$ cat src/hw/rtl/otseq_pkg.sv
package otseq_pkg;

	// Width of the per-stage tick counter.
	localparam int TICK_COUNT_WIDTH = 16;
	localparam int LIMIT_WIDTH      = 16;
	localparam int WARM_WIDTH       = 8;
	localparam int CMP_WIDTH        = (TICK_COUNT_WIDTH > LIMIT_WIDTH) ?
	                                  TICK_COUNT_WIDTH : LIMIT_WIDTH;

	localparam int CFG_ADDR_WIDTH = 3;
	localparam int CFG_DATA_WIDTH = 16;

	typedef logic [TICK_COUNT_WIDTH-1:0] tick_t;
	typedef logic [LIMIT_WIDTH-1:0]      limit_t;
	typedef logic [WARM_WIDTH-1:0]       warm_t;
	typedef logic [2:0]                  stage_t;
	typedef logic [3:0]                  fail_t;

	// Stage codes.
	localparam stage_t ST_READY     = 3'd0;
	localparam stage_t ST_PREFLIGHT = 3'd1;
	localparam stage_t ST_ARM       = 3'd2;
	localparam stage_t ST_PRESTREAM = 3'd3;
	localparam stage_t ST_OFFB_WAIT = 3'd4;
	localparam stage_t ST_RUN       = 3'd5;
	localparam stage_t ST_DONE      = 3'd6;

	// Failure reasons.
	localparam fail_t FAIL_NONE           = 4'd0;
	localparam fail_t FAIL_NO_STATUS      = 4'd1;
	localparam fail_t FAIL_POS_LOST       = 4'd2;
	localparam fail_t FAIL_NO_POS         = 4'd3;
	localparam fail_t FAIL_PREFLIGHT      = 4'd4;
	localparam fail_t FAIL_NO_ARM         = 4'd5;
	localparam fail_t FAIL_DISARM_PRE     = 4'd6;
	localparam fail_t FAIL_DISARM_OFFB    = 4'd7;
	localparam fail_t FAIL_OFFB_TIMEOUT   = 4'd8;
	localparam fail_t FAIL_DISARM_RUN     = 4'd9;
	localparam fail_t FAIL_LEFT_OFFBOARD  = 4'd10;

	// Configuration register indexes.
	localparam logic [CFG_ADDR_WIDTH-1:0] REG_READY_TO     = 3'd0;
	localparam logic [CFG_ADDR_WIDTH-1:0] REG_PREFLIGHT_TO = 3'd1;
	localparam logic [CFG_ADDR_WIDTH-1:0] REG_ARM_TO       = 3'd2;
	localparam logic [CFG_ADDR_WIDTH-1:0] REG_OFFB_TO      = 3'd3;
	localparam logic [CFG_ADDR_WIDTH-1:0] REG_WARMUP       = 3'd4;

	localparam limit_t RST_READY_TO     = 16'd400;
	localparam limit_t RST_PREFLIGHT_TO = 16'd200;
	localparam limit_t RST_ARM_TO       = 16'd100;
	localparam limit_t RST_OFFB_TO      = 16'd100;
	localparam warm_t  RST_WARMUP       = 8'd30;

	typedef struct packed {
		limit_t ready_to;
		limit_t preflight_to;
		limit_t arm_to;
		limit_t offb_to;
		warm_t  warmup;
	} cfg_t;

	typedef struct packed {
		logic in_offboard;
		logic preflight_pass;
		logic armed;
		logic position_valid;
		logic status_seen;
	} flags_t;

	typedef struct packed {
		stage_t phase;
		tick_t  ticks;
		warm_t  warm;
	} seq_state_t;

	typedef struct packed {
		fail_t  fail_code;
		logic   failed;
		logic   send_stream;
		logic   send_mode_request;
		logic   send_arm;
		stage_t stage;
	} result_t;

endpackage

$ cat src/hw/rtl/otseq_cfg.sv
module otseq_cfg
	import otseq_pkg::*;
(
	input  logic                      clk,
	input  logic                      arst_n,
	input  logic                      wr_en,
	input  logic [CFG_ADDR_WIDTH-1:0] wr_addr,
	input  logic [CFG_DATA_WIDTH-1:0] wr_data,
	output cfg_t                      cfg
);

	cfg_t cfg_q;

	// Writes to indexes past the last register are dropped.
	always_ff @(posedge clk or negedge arst_n) begin
		if (!arst_n) begin
			cfg_q.ready_to     <= RST_READY_TO;
			cfg_q.preflight_to <= RST_PREFLIGHT_TO;
			cfg_q.arm_to       <= RST_ARM_TO;
			cfg_q.offb_to      <= RST_OFFB_TO;
			cfg_q.warmup       <= RST_WARMUP;
		end else if (wr_en) begin
			case (wr_addr)
				REG_READY_TO:     cfg_q.ready_to     <= wr_data;
				REG_PREFLIGHT_TO: cfg_q.preflight_to <= wr_data;
				REG_ARM_TO:       cfg_q.arm_to       <= wr_data;
				REG_OFFB_TO:      cfg_q.offb_to      <= wr_data;
				REG_WARMUP:       cfg_q.warmup       <= wr_data[WARM_WIDTH-1:0];
				default: ;
			endcase
		end
	end

	assign cfg = cfg_q;

endmodule

$ cat src/hw/rtl/otseq_step.sv
module otseq_step
	import otseq_pkg::*;
(
	input  seq_state_t cur,
	input  flags_t     flags,
	input  cfg_t       cfg,
	output seq_state_t nxt,
	output result_t    res
);

	function automatic logic tick_gt(input tick_t ticks, input limit_t limit);
		logic [CMP_WIDTH-1:0] a;
		logic [CMP_WIDTH-1:0] b;
		a = CMP_WIDTH'(ticks);
		b = CMP_WIDTH'(limit);
		return a > b;
	endfunction

	always_comb begin
		stage_t ph;
		tick_t  t;
		warm_t  w;
		fail_t  code;

		ph   = (cur.phase > ST_DONE) ? ST_DONE : cur.phase;
		nxt  = cur;
		nxt.phase = ph;
		code = FAIL_NONE;
		w    = cur.warm;
		t    = cur.ticks;
		res  = '0;

		if (ph != ST_DONE) begin
			if (t != '1) begin
				t = t + tick_t'(1);
			end
			nxt.ticks = t;

			if (!flags.status_seen) begin
				if (ph == ST_READY && tick_gt(t, cfg.ready_to)) begin
					code = FAIL_NO_STATUS;
				end
			end else if (!flags.position_valid) begin
				if (ph != ST_READY) begin
					code = FAIL_POS_LOST;
				end else if (tick_gt(t, cfg.ready_to)) begin
					code = FAIL_NO_POS;
				end
			end else begin
				case (ph)
					ST_READY, ST_PREFLIGHT: begin
						if (flags.armed) begin
							nxt.warm  = '0;
							nxt.phase = ST_PRESTREAM;
							nxt.ticks = '0;
						end else if (flags.preflight_pass) begin
							res.send_arm = 1'b1;
							nxt.phase    = ST_ARM;
							nxt.ticks    = '0;
						end else if (ph == ST_READY) begin
							nxt.phase = ST_PREFLIGHT;
							nxt.ticks = '0;
						end else if (tick_gt(t, cfg.preflight_to)) begin
							code = FAIL_PREFLIGHT;
						end
					end
					ST_ARM: begin
						if (flags.armed) begin
							nxt.warm  = '0;
							nxt.phase = ST_PRESTREAM;
							nxt.ticks = '0;
						end else if (tick_gt(t, cfg.arm_to)) begin
							code = FAIL_NO_ARM;
						end
					end
					ST_PRESTREAM: begin
						if (!flags.armed) begin
							code = FAIL_DISARM_PRE;
						end else begin
							res.send_stream = 1'b1;
							if (w != '1) begin
								w = w + warm_t'(1);
							end
							nxt.warm = w;
							if (w >= cfg.warmup) begin
								res.send_mode_request = 1'b1;
								nxt.phase = ST_OFFB_WAIT;
								nxt.ticks = '0;
							end
						end
					end
					ST_OFFB_WAIT: begin
						if (!flags.armed) begin
							code = FAIL_DISARM_OFFB;
						end else begin
							res.send_stream = 1'b1;
							if (flags.in_offboard) begin
								nxt.phase = ST_RUN;
								nxt.ticks = '0;
							end else if (tick_gt(t, cfg.offb_to)) begin
								code = FAIL_OFFB_TIMEOUT;
							end
						end
					end
					default: begin
						if (!flags.armed) begin
							code = FAIL_DISARM_RUN;
						end else if (!flags.in_offboard) begin
							code = FAIL_LEFT_OFFBOARD;
						end else begin
							res.send_stream = 1'b1;
						end
					end
				endcase
			end

			if (code != FAIL_NONE) begin
				nxt.phase = ST_DONE;
				nxt.ticks = '0;
			end
		end

		res.stage     = nxt.phase;
		res.failed    = (code != FAIL_NONE);
		res.fail_code = code;
	end

endmodule

$ cat src/hw/rtl/offboard_takeover_sequencer_unit.sv
// Path: each item is held in the input register and then in the result register, which
// offers it on the master side; a master-side stall can hold it in either register.
// Throughput: one item per clock while the master side accepts; a stalled result
// holds the input off once the input register is also full.
// Reset: arst_n clears the sequence to the wait ready stage and loads the default
// timeout and warm-up registers; no pipeline entries survive reset.
module offboard_takeover_sequencer_unit
	import otseq_pkg::*;
(
	input  logic                      clk,
	input  logic                      arst_n,
	input  logic                      s_axis_tvalid,
	output logic                      s_axis_tready,
	// status_seen, position_valid, armed, preflight_pass, in_offboard, 3 zero bits
	input  logic [7:0]                s_axis_tdata,
	output logic                      m_axis_tvalid,
	input  logic                      m_axis_tready,
	// stage[2:0], send_arm, send_mode_request, send_stream, failed,
	// fail_code[3:0], 5 zero bits
	output logic [15:0]               m_axis_tdata,
	input  logic                      cfg_valid,
	output logic                      cfg_ready,
	input  logic [CFG_ADDR_WIDTH-1:0] cfg_addr,
	input  logic [CFG_DATA_WIDTH-1:0] cfg_data
);

	cfg_t       cfg;
	seq_state_t st_q;
	seq_state_t st_nxt;
	result_t    res;
	result_t    res_q;
	flags_t     flags_s1;
	logic       valid_s1;
	logic       out_valid_q;
	logic       advance;

	assign cfg_ready = 1'b1;

	otseq_cfg u_cfg (
		.clk     (clk),
		.arst_n  (arst_n),
		.wr_en   (cfg_valid & cfg_ready),
		.wr_addr (cfg_addr),
		.wr_data (cfg_data),
		.cfg     (cfg)
	);

	otseq_step u_step (
		.cur   (st_q),
		.flags (flags_s1),
		.cfg   (cfg),
		.nxt   (st_nxt),
		.res   (res)
	);

	// The staged item moves on whenever the result register is empty or draining.
	assign advance       = !out_valid_q || m_axis_tready;
	assign s_axis_tready = !valid_s1 || advance;

	always_ff @(posedge clk or negedge arst_n) begin
		if (!arst_n) begin
			valid_s1    <= 1'b0;
			out_valid_q <= 1'b0;
			st_q        <= '{phase: ST_READY, ticks: '0, warm: '0};
		end else begin
			if (s_axis_tready) begin
				valid_s1 <= s_axis_tvalid;
			end
			if (valid_s1 && advance) begin
				st_q        <= st_nxt;
				out_valid_q <= 1'b1;
			end else if (m_axis_tready) begin
				out_valid_q <= 1'b0;
			end
		end
	end

	always_ff @(posedge clk) begin
		if (s_axis_tready && s_axis_tvalid) begin
			flags_s1 <= flags_t'(s_axis_tdata[4:0]);
		end
		if (valid_s1 && advance) begin
			res_q <= res;
		end
	end

	assign m_axis_tvalid = out_valid_q;
	assign m_axis_tdata  = {5'd0, res_q};

endmodule

$ cat config.mk
export PLATFORM = sky130hd
export DESIGN_NAME = offboard_takeover_sequencer_unit
export DESIGN_NICKNAME = d
export VERILOG_FILES = /design/src/hw/rtl/otseq_pkg.sv /design/src/hw/rtl/otseq_cfg.sv /design/src/hw/rtl/otseq_step.sv /design/src/hw/rtl/offboard_takeover_sequencer_unit.sv
export SDC_FILE = /design/constraint.sdc
export NUM_CORES = 1
export LEC_CHECK = 0
export BUFFER_PORTS_ARGS = -buffer_cell sky130_fd_sc_hd__buf_2
export CAP_MARGIN = 10
export CORE_ASPECT_RATIO = 0.75
export CORE_MARGIN = 3
export CORE_UTILIZATION = 45
export DETAILED_ROUTE_END_ITERATION = 10
export MAX_ROUTING_LAYER = met4
export PLACE_DENSITY_LB_ADDON = 0.08
export SLEW_MARGIN = 20
export SYNTH_ARGS = -nofsm -noshare
export SYNTH_HDL_FRONTEND = slang
export SYNTH_SLANG_ARGS = --single-unit
$ cat constraint.sdc
create_clock -name clk -period 3.9 [get_ports clk]
set_input_delay 0.39 -clock clk [delete_from_list [all_inputs] [get_ports clk]]
set_output_delay 0.39 -clock clk [all_outputs]
set_load 0.1 [all_outputs]
# After elaboration in Yosys (flattened, before gate mapping)
# Cells that the tools add are included.
word_totals:
  regBits: 117
  inputBits: 32
  out_inout_bits: 19
classes:
  addsub: 2
  n_lt_le_gt_ge: 6
  eq_ne: 14
  n_mux: 53
  bitwise_logic: 4
  reduce_logical: 26
op_table:
  columns: ["operator", "count"]
  rows:
  - ["27-bit two-way mux", 5]
  - ["19-bit two-way mux", 7]
  - ["19-bit one-hot mux with 4 select lines", 1]
  - ["16-bit > comparator", 4]
  - ["8-bit two-way mux", 7]
  - ["4-bit two-way mux", 13]
  - ["16-bit two-way mux", 2]
  - ["8-bit one-hot mux with 3 select lines", 1]
  - ["16-bit by 1-bit adder with 16-bit output (second input constant)", 1]
  - ["16-bit != test (second input constant)", 1]
  - ["4-bit one-hot mux with 4 select lines", 1]
  - ["3-bit two-way mux", 5]
  - ["3-bit by 2-bit == test with 1-bit output (second input constant)", 4]
  - ["2-bit AND reduction", 6]
  - ["8-bit by 1-bit adder with 8-bit output (second input constant)", 1]
  - ["8-bit greater-or-equal comparator", 1]
  - ["1-bit two-way mux", 8]
  - ["8-bit != test (second input constant)", 1]
  - ["8-bit AND reduction", 1]
  - ["4-bit nonzero test", 2]
  - ["3-bit by 1-bit == test with 1-bit output (second input constant)", 2]
  - ["3-bit == test (second input constant)", 2]
  - ["3-bit logical NOT", 2]
  - ["2-bit != test (second input constant)", 3]
  - ["other kinds (15)", 24]

# Logic depth before layout (Yosys ltp)
logic_depth:
  ltp_word: 16
  depth_mapped: 19

# Modules after synthesis
# A second synthesis with hierarchy kept.
unflattened:
  cells_unflattened: 722
  hier_area_um2: 7617.3
modules_own_cells:
  columns: ["module", "instances", "cells_each", "area_per_inst_um2", "seq_area_each_um2"]
  rows:
  - ["otseq_step", 1, 477, 3123.0, 0.0]
  - ["otseq_cfg", 1, 156, 2782.7, 1821.7]
  - ["offboard_takeover_sequencer_unit", 1, 89, 1711.6, 1206.2]

# Worst setup path before layout
# OpenSTA, ideal clock, no wires.
synth_timing:
  path_kind: "reg-to-reg"
  startpoint: "register st_q[11] (netlist bit)"
  endpoint: "register res_q (netlist bit m_axis_tdata[2]) (data pin)"
  setup_ps: 256
  arrival_time_ps: 3896
  slack_ps: -252
  path_stages_with_launch: 19
  n_path_buf: 2
  synth_period_minus_slack_ps: 4152
  cell_sequence: "dfrtp_1 -> buf_2 -> nand4_1 -> nor3_1 -> and4_1 -> nand4_4 -> nand2b_1 -> buf_2 -> nor2_1 -> xnor2_1 -> ha_1 -> a41o_1 -> a21oi_1 -> nor3_1 -> o41ai_1 -> a21boi_0 -> and3_4 -> o21ai_1 -> nand2b_1"
synth_lines:
  columns: ["item", "line_no", "text"]
  rows:
  - ["start, declared", "offboard_takeover_sequencer_unit.sv:28", "seq_state_t st_q;"]
  - ["start signal, assigned", "offboard_takeover_sequencer_unit.sv:64", "st_q <= '{phase: ST_READY, ticks: '0, warm: '0};"]
  - ["start signal, assigned", "offboard_takeover_sequencer_unit.sv:70", "st_q <= st_nxt;"]
  - ["end signal, assigned", "offboard_takeover_sequencer_unit.sv:83", "res_q <= res;"]
  - ["end, declared", "offboard_takeover_sequencer_unit.sv:31", "result_t res_q;"]

# Worst setup path after layout
layout_timing:
  startpoint: "register st_q[14] (netlist bit)"
  endpoint: "register st_q[17] (netlist bit)"
layout_via:
  elab_chain_len: 14
  elab_cells_between_ends: 38
  cone_classes: "add/sub (1); order compare (4); eq/ne (1); mux (30); reduce/logical (2)"
layout_lines:
  columns: ["item", "line_no", "text"]
  rows:
  - ["16-bit by 1-bit adder with 16-bit output or 16-bit != test (tied branches)", "otseq_step.sv:35, otseq_step.sv:34", null]
  - ["16-bit two-way mux *", "otseq_step.sv:34", "if (t != '1) begin"]
  - ["16-bit two-way mux *", "otseq_step.sv:33", "if (ph != ST_DONE) begin"]
  - ["16-bit > comparator", "otseq_step.sv:16", "return a > b;"]
  - ["3-bit two-way mux", "otseq_step.sv:63", "end else if (tick_gt(t, cfg.preflight_to)) begin"]
  - ["3-bit two-way mux", "otseq_step.sv:60", "end else if (ph == ST_READY) begin"]
  - ["4-bit two-way mux", "otseq_step.sv:56", "end else if (flags.preflight_pass) begin"]
  - ["4-bit two-way mux", "otseq_step.sv:52", "if (flags.armed) begin"]
  - ["4-bit one-hot mux with 4 select lines", "otseq_step.sv:50", "case (ph)"]
  - ["4-bit two-way mux", "otseq_step.sv:43", "end else if (!flags.position_valid) begin"]
  - ["4-bit two-way mux", "otseq_step.sv:39", "if (!flags.status_seen) begin"]
  - ["4-bit two-way mux", "otseq_step.sv:33", null]
  - ["4-bit nonzero test", "otseq_step.sv:117", "if (code != FAIL_NONE) begin"]
  - ["19-bit two-way mux *", "otseq_step.sv:117", null]
# Mark *: on every way between the ends. The rest lies on a longest branch, timed or not. The select of a mux whose other input is x is not followed.
# A chain may end at the register's enable or synchronous reset.

==> results.py <==
metrics = {
    "outcome": {
        "status": "finished, violations left",
        "violations": "negative setup slack",
    },
    "yosys": {
        "synthArstFlopShare_pct": 86.32,
        "synth-seq-area-share_pct": 43.42,
        "synth_area_per_cell_um2": 9.618,
        "yosys.area.top_type": "dfrtp_1",
        "netlist_top_cells_count": "dfrtp_1, nand2_1, inv_1, ha_1, o21ai_0",
        "synth_edf_count": 16,
        "yosysUniqueCellTypes": 63,
        "synthTopCellsByArea": "dfrtp_1, ha_1, edfxtp_1, dfstp_2, nand2_1",
        "synth-main-ff-cell": "dfrtp_1",
        "ys_warn_count": 0,
        "synth_seq_cells": 117,
        "synth_area_um2": 6973,
        "netlist.area_leader.share_pct": 30.50,
        "synthCells": 725,
        "post-synth-top-count-cell": "dfrtp_1",
    },
    "grt": {
        "grt_usage_pct": 23.46,
        "antenna_found_initial": 0,
        "first_global_vias": 5605,
        "grt_max_degree": 77,
        "grt_overflow": 0,
        "grt_pass1_wl_mm": 29.89,
    },
    "layout": {
        "layout-drive-gt1-share_pct": 31.54,
        "area_delta_synth_final_pct": 30.70,
        "antenna_cells": 0,
        "nets": 965,
        "design_area_um2": 9114,
    },
    "sta": {
        "tightest_slew_ns": 1.011,
        "max_slew_margin_pct": 32.41,
        "slew_violations": 0,
        "fin_crit_ns": 4.160,
        "timing.final.ws_setup_ns": -0.2599,
        "rsz0062_at_grt": "true",
        "setup_viol": 24,
        "period_share_pct": 106.7,
        "max_freq_mhz": 240.4,
        "tns_ns": -3.728,
        "fin_skew_ns": 0.01421,
        "hold_viol_final": 0,
    },
    "setup_path": {
        "rr_startpoint": "st_q[14]",
        "ff2ff_path_depth": 16,
        "crit_required_ns": 4.21,
        "cpLargestDelayFamily": "simple AND/OR/NAND/NOR gates",
        "worstPathCellList": "nand4_1 -> nor2_2 -> nand4_1 -> or3_4 -> or4_4 -> o21a_1 -> ha_1 -> nand4_1 -> or4_4 -> a21o_1 -> a31oi_4 -> a221oi_4 -> and3_4 -> buf_4 -> a31o_1 -> a22o_1",
        "crit_fanout": 4,
        "worst-path-buf-inv": 1,
        "r2r-end": "st_q[17]",
        "critPathSlowestCell": "or4_4",
        "cp.arrival_ns": 4.47,
        "slowest_delay_ns": 0.58,
        "reg2reg_slack_ns": -0.26,
        "worstSetupPathType": "reg2reg",
        "path_common_cell": "nand4_1",
        "endpoint_kind": "flip-flop",
        "startpoint_type": "flip-flop",
    },
    "min_path": {
        "min_path_type": "in2async",
    },
    "run": {
        "drv_cap": 0,
    },
    "floorplanning": {
        "num_rows": 38,
        "ioPinCount": 51,
        "start_util_pct": 47.16,
        "die_w_um": 149.7,
        "dieArea_um2": 17040,
        "die_h_um": 113.8,
        "fp.coreArea_um2": 14790,
    },
    "placed_design": {
        "dp_hpwl_mm": 13.46,
        "port_buffers": 41,
        "place_congestion": 0.8987,
        "place_area_um2": 7900,
    },
    "clock_tree": {
        "cts.sinks": 117,
        "cts_buffers": 17,
        "cts_hold_buf": 0,
        "clock_latency_ns": 0.42,
        "htree_num_levels": 4,
        "path_clk_slew_ns": 0.06,
        "cts-root-buf": "clkbuf_16",
        "cts_tree": "yes",
        "max-clock-path-buffers": 2,
    },
    "pwr": {
        "leakage_nw": 4.337,
        "peakVddDrop_mv": 0.2677,
        "powerDensity_nw_per_um2": 513.3,
    },
    "routing": {
        "drc": 0,
        "first_pass_iters": 5,
        "dr.first_iter.drc_count": 394,
        "wl_per_cell_um": 18.02,
        "wl_mm": 19.31,
        "drtAntennaViolNets": 0,
        "vias_per_cell": 5.455,
        "vias": 5848,
    },
}
## flip-flops by register name, indices dropped and copies added (netlist names)
register	count
u_cfg.cfg	72
st_q	27
m_axis_tdata	11
flags_s1	5
m_axis_tvalid	1
valid_s1	1
## timing repair
action	4_1_cts	5_1_grt
resized for setup	36	33
endpoints found under the setup margin	25	26
buffers inserted	17	9
pin swaps	18	15
cloned	0	1
## area by class of cell
cell class / count / area, um2
well taps: 200 / 250.2
repair buffers: 141 / 1018
clock buffers: 19 / 452.9
fillers: 1194 / 5673
flip-flops and latches: 117 / 3028
clock inverters: 13 / 166.4
inverters: 75 / 281.5
multi-input cells: 507 / 3916
## cell usage in the layout, fill, tap and decap left out, drive strengths merged, types with 3 or more instances in the layout
cell	instances
a2111oi	3
a21o	8
a21oi	34
a22o	20
a31oi	3
and2	5
and3	4
buf	140
bufinv	3
clkbuf	20
conb	6
dfrtp	85
dfstp	16
edfxtp	16
ha	74
inv	82
mux2	24
nand2	80
nand2b	14
nand3	20
nand3b	3
nand4	24
nor2	34
nor2b	6
nor3	11
nor4	5
o211ai	4
o21a	7
o21ai	69
o21bai	3
or2	4
or4	3
xnor2	9
xor2	5
## how the worst max path moves through the flow
stage / start / end / slack, ns / cells after the start
floorplan: st_q[11] / m_axis_tdata[2] / -0.03 / 16
global placement: st_q[9] / st_q[17] / -0.28 / 20
global route: st_q[14] / st_q[11] / -0.42 / 21
detailed placement: st_q[8] / st_q[17] / -0.57 / 19
CTS: st_q[11] / st_q[17] / -0.18 / 16
finish: st_q[14] / st_q[17] / -0.26 / 16
## through the flow
step	cells	setup WS, ns	utilization [%]	total power [mW]	hold WS, ns
final	1072	-0.2599	61.63	4.679	0.02926
after global routing	1072	-0.4181	61.63	4.930	0.06961
after CTS	1063	-0.1759	59.82	4.615	0.1323
after detailed placement	1015	-0.5672	53.43	2.896	0.4729
after global placement	1015	-0.2843	53.43	2.849	0.4540
after floorplan	729	-0.03459	-	2.456	0.09441
## cell families (layout without fill, tap and decap cells)
| family | Yosys count | after routing | share of synthesized area (%) |
|---|---|---|---|
| simple gates | 220 | 220 | 16.04 |
| compound gates | 168 | 168 | 15.22 |
| flops | 117 | 117 | 43.42 |
| buf+inv | 105 | 248 | 6.155 |
| fa+ha+maj | 74 | 74 | 13.28 |
| mux | 25 | 25 | 4.019 |
| xor+xnor | 14 | 14 | 1.759 |
| other cells | 2 | 6 | 0.1077 |
## layer usage
layer | global-route usage (%) | up-vias | part of all wire (%)
li1 | - | 2824 | -
met1 | 35.08 | 2829 | 50
met2 | 32.44 | 167 | 43
met3 | 4.329 | 28 | 4.7
met4 | 6.825 | 0 | 1.6
met5 | - | - | 0
## power breakdown
group | internal, mW | total (mW) | switching, mW
clock | 1.05 | 1.66 | 0.607
sequential | 1.47 | 1.58 | 0.106
combinational | 0.578 | 1.45 | 0.868
(Power assumes the default switching activity.)
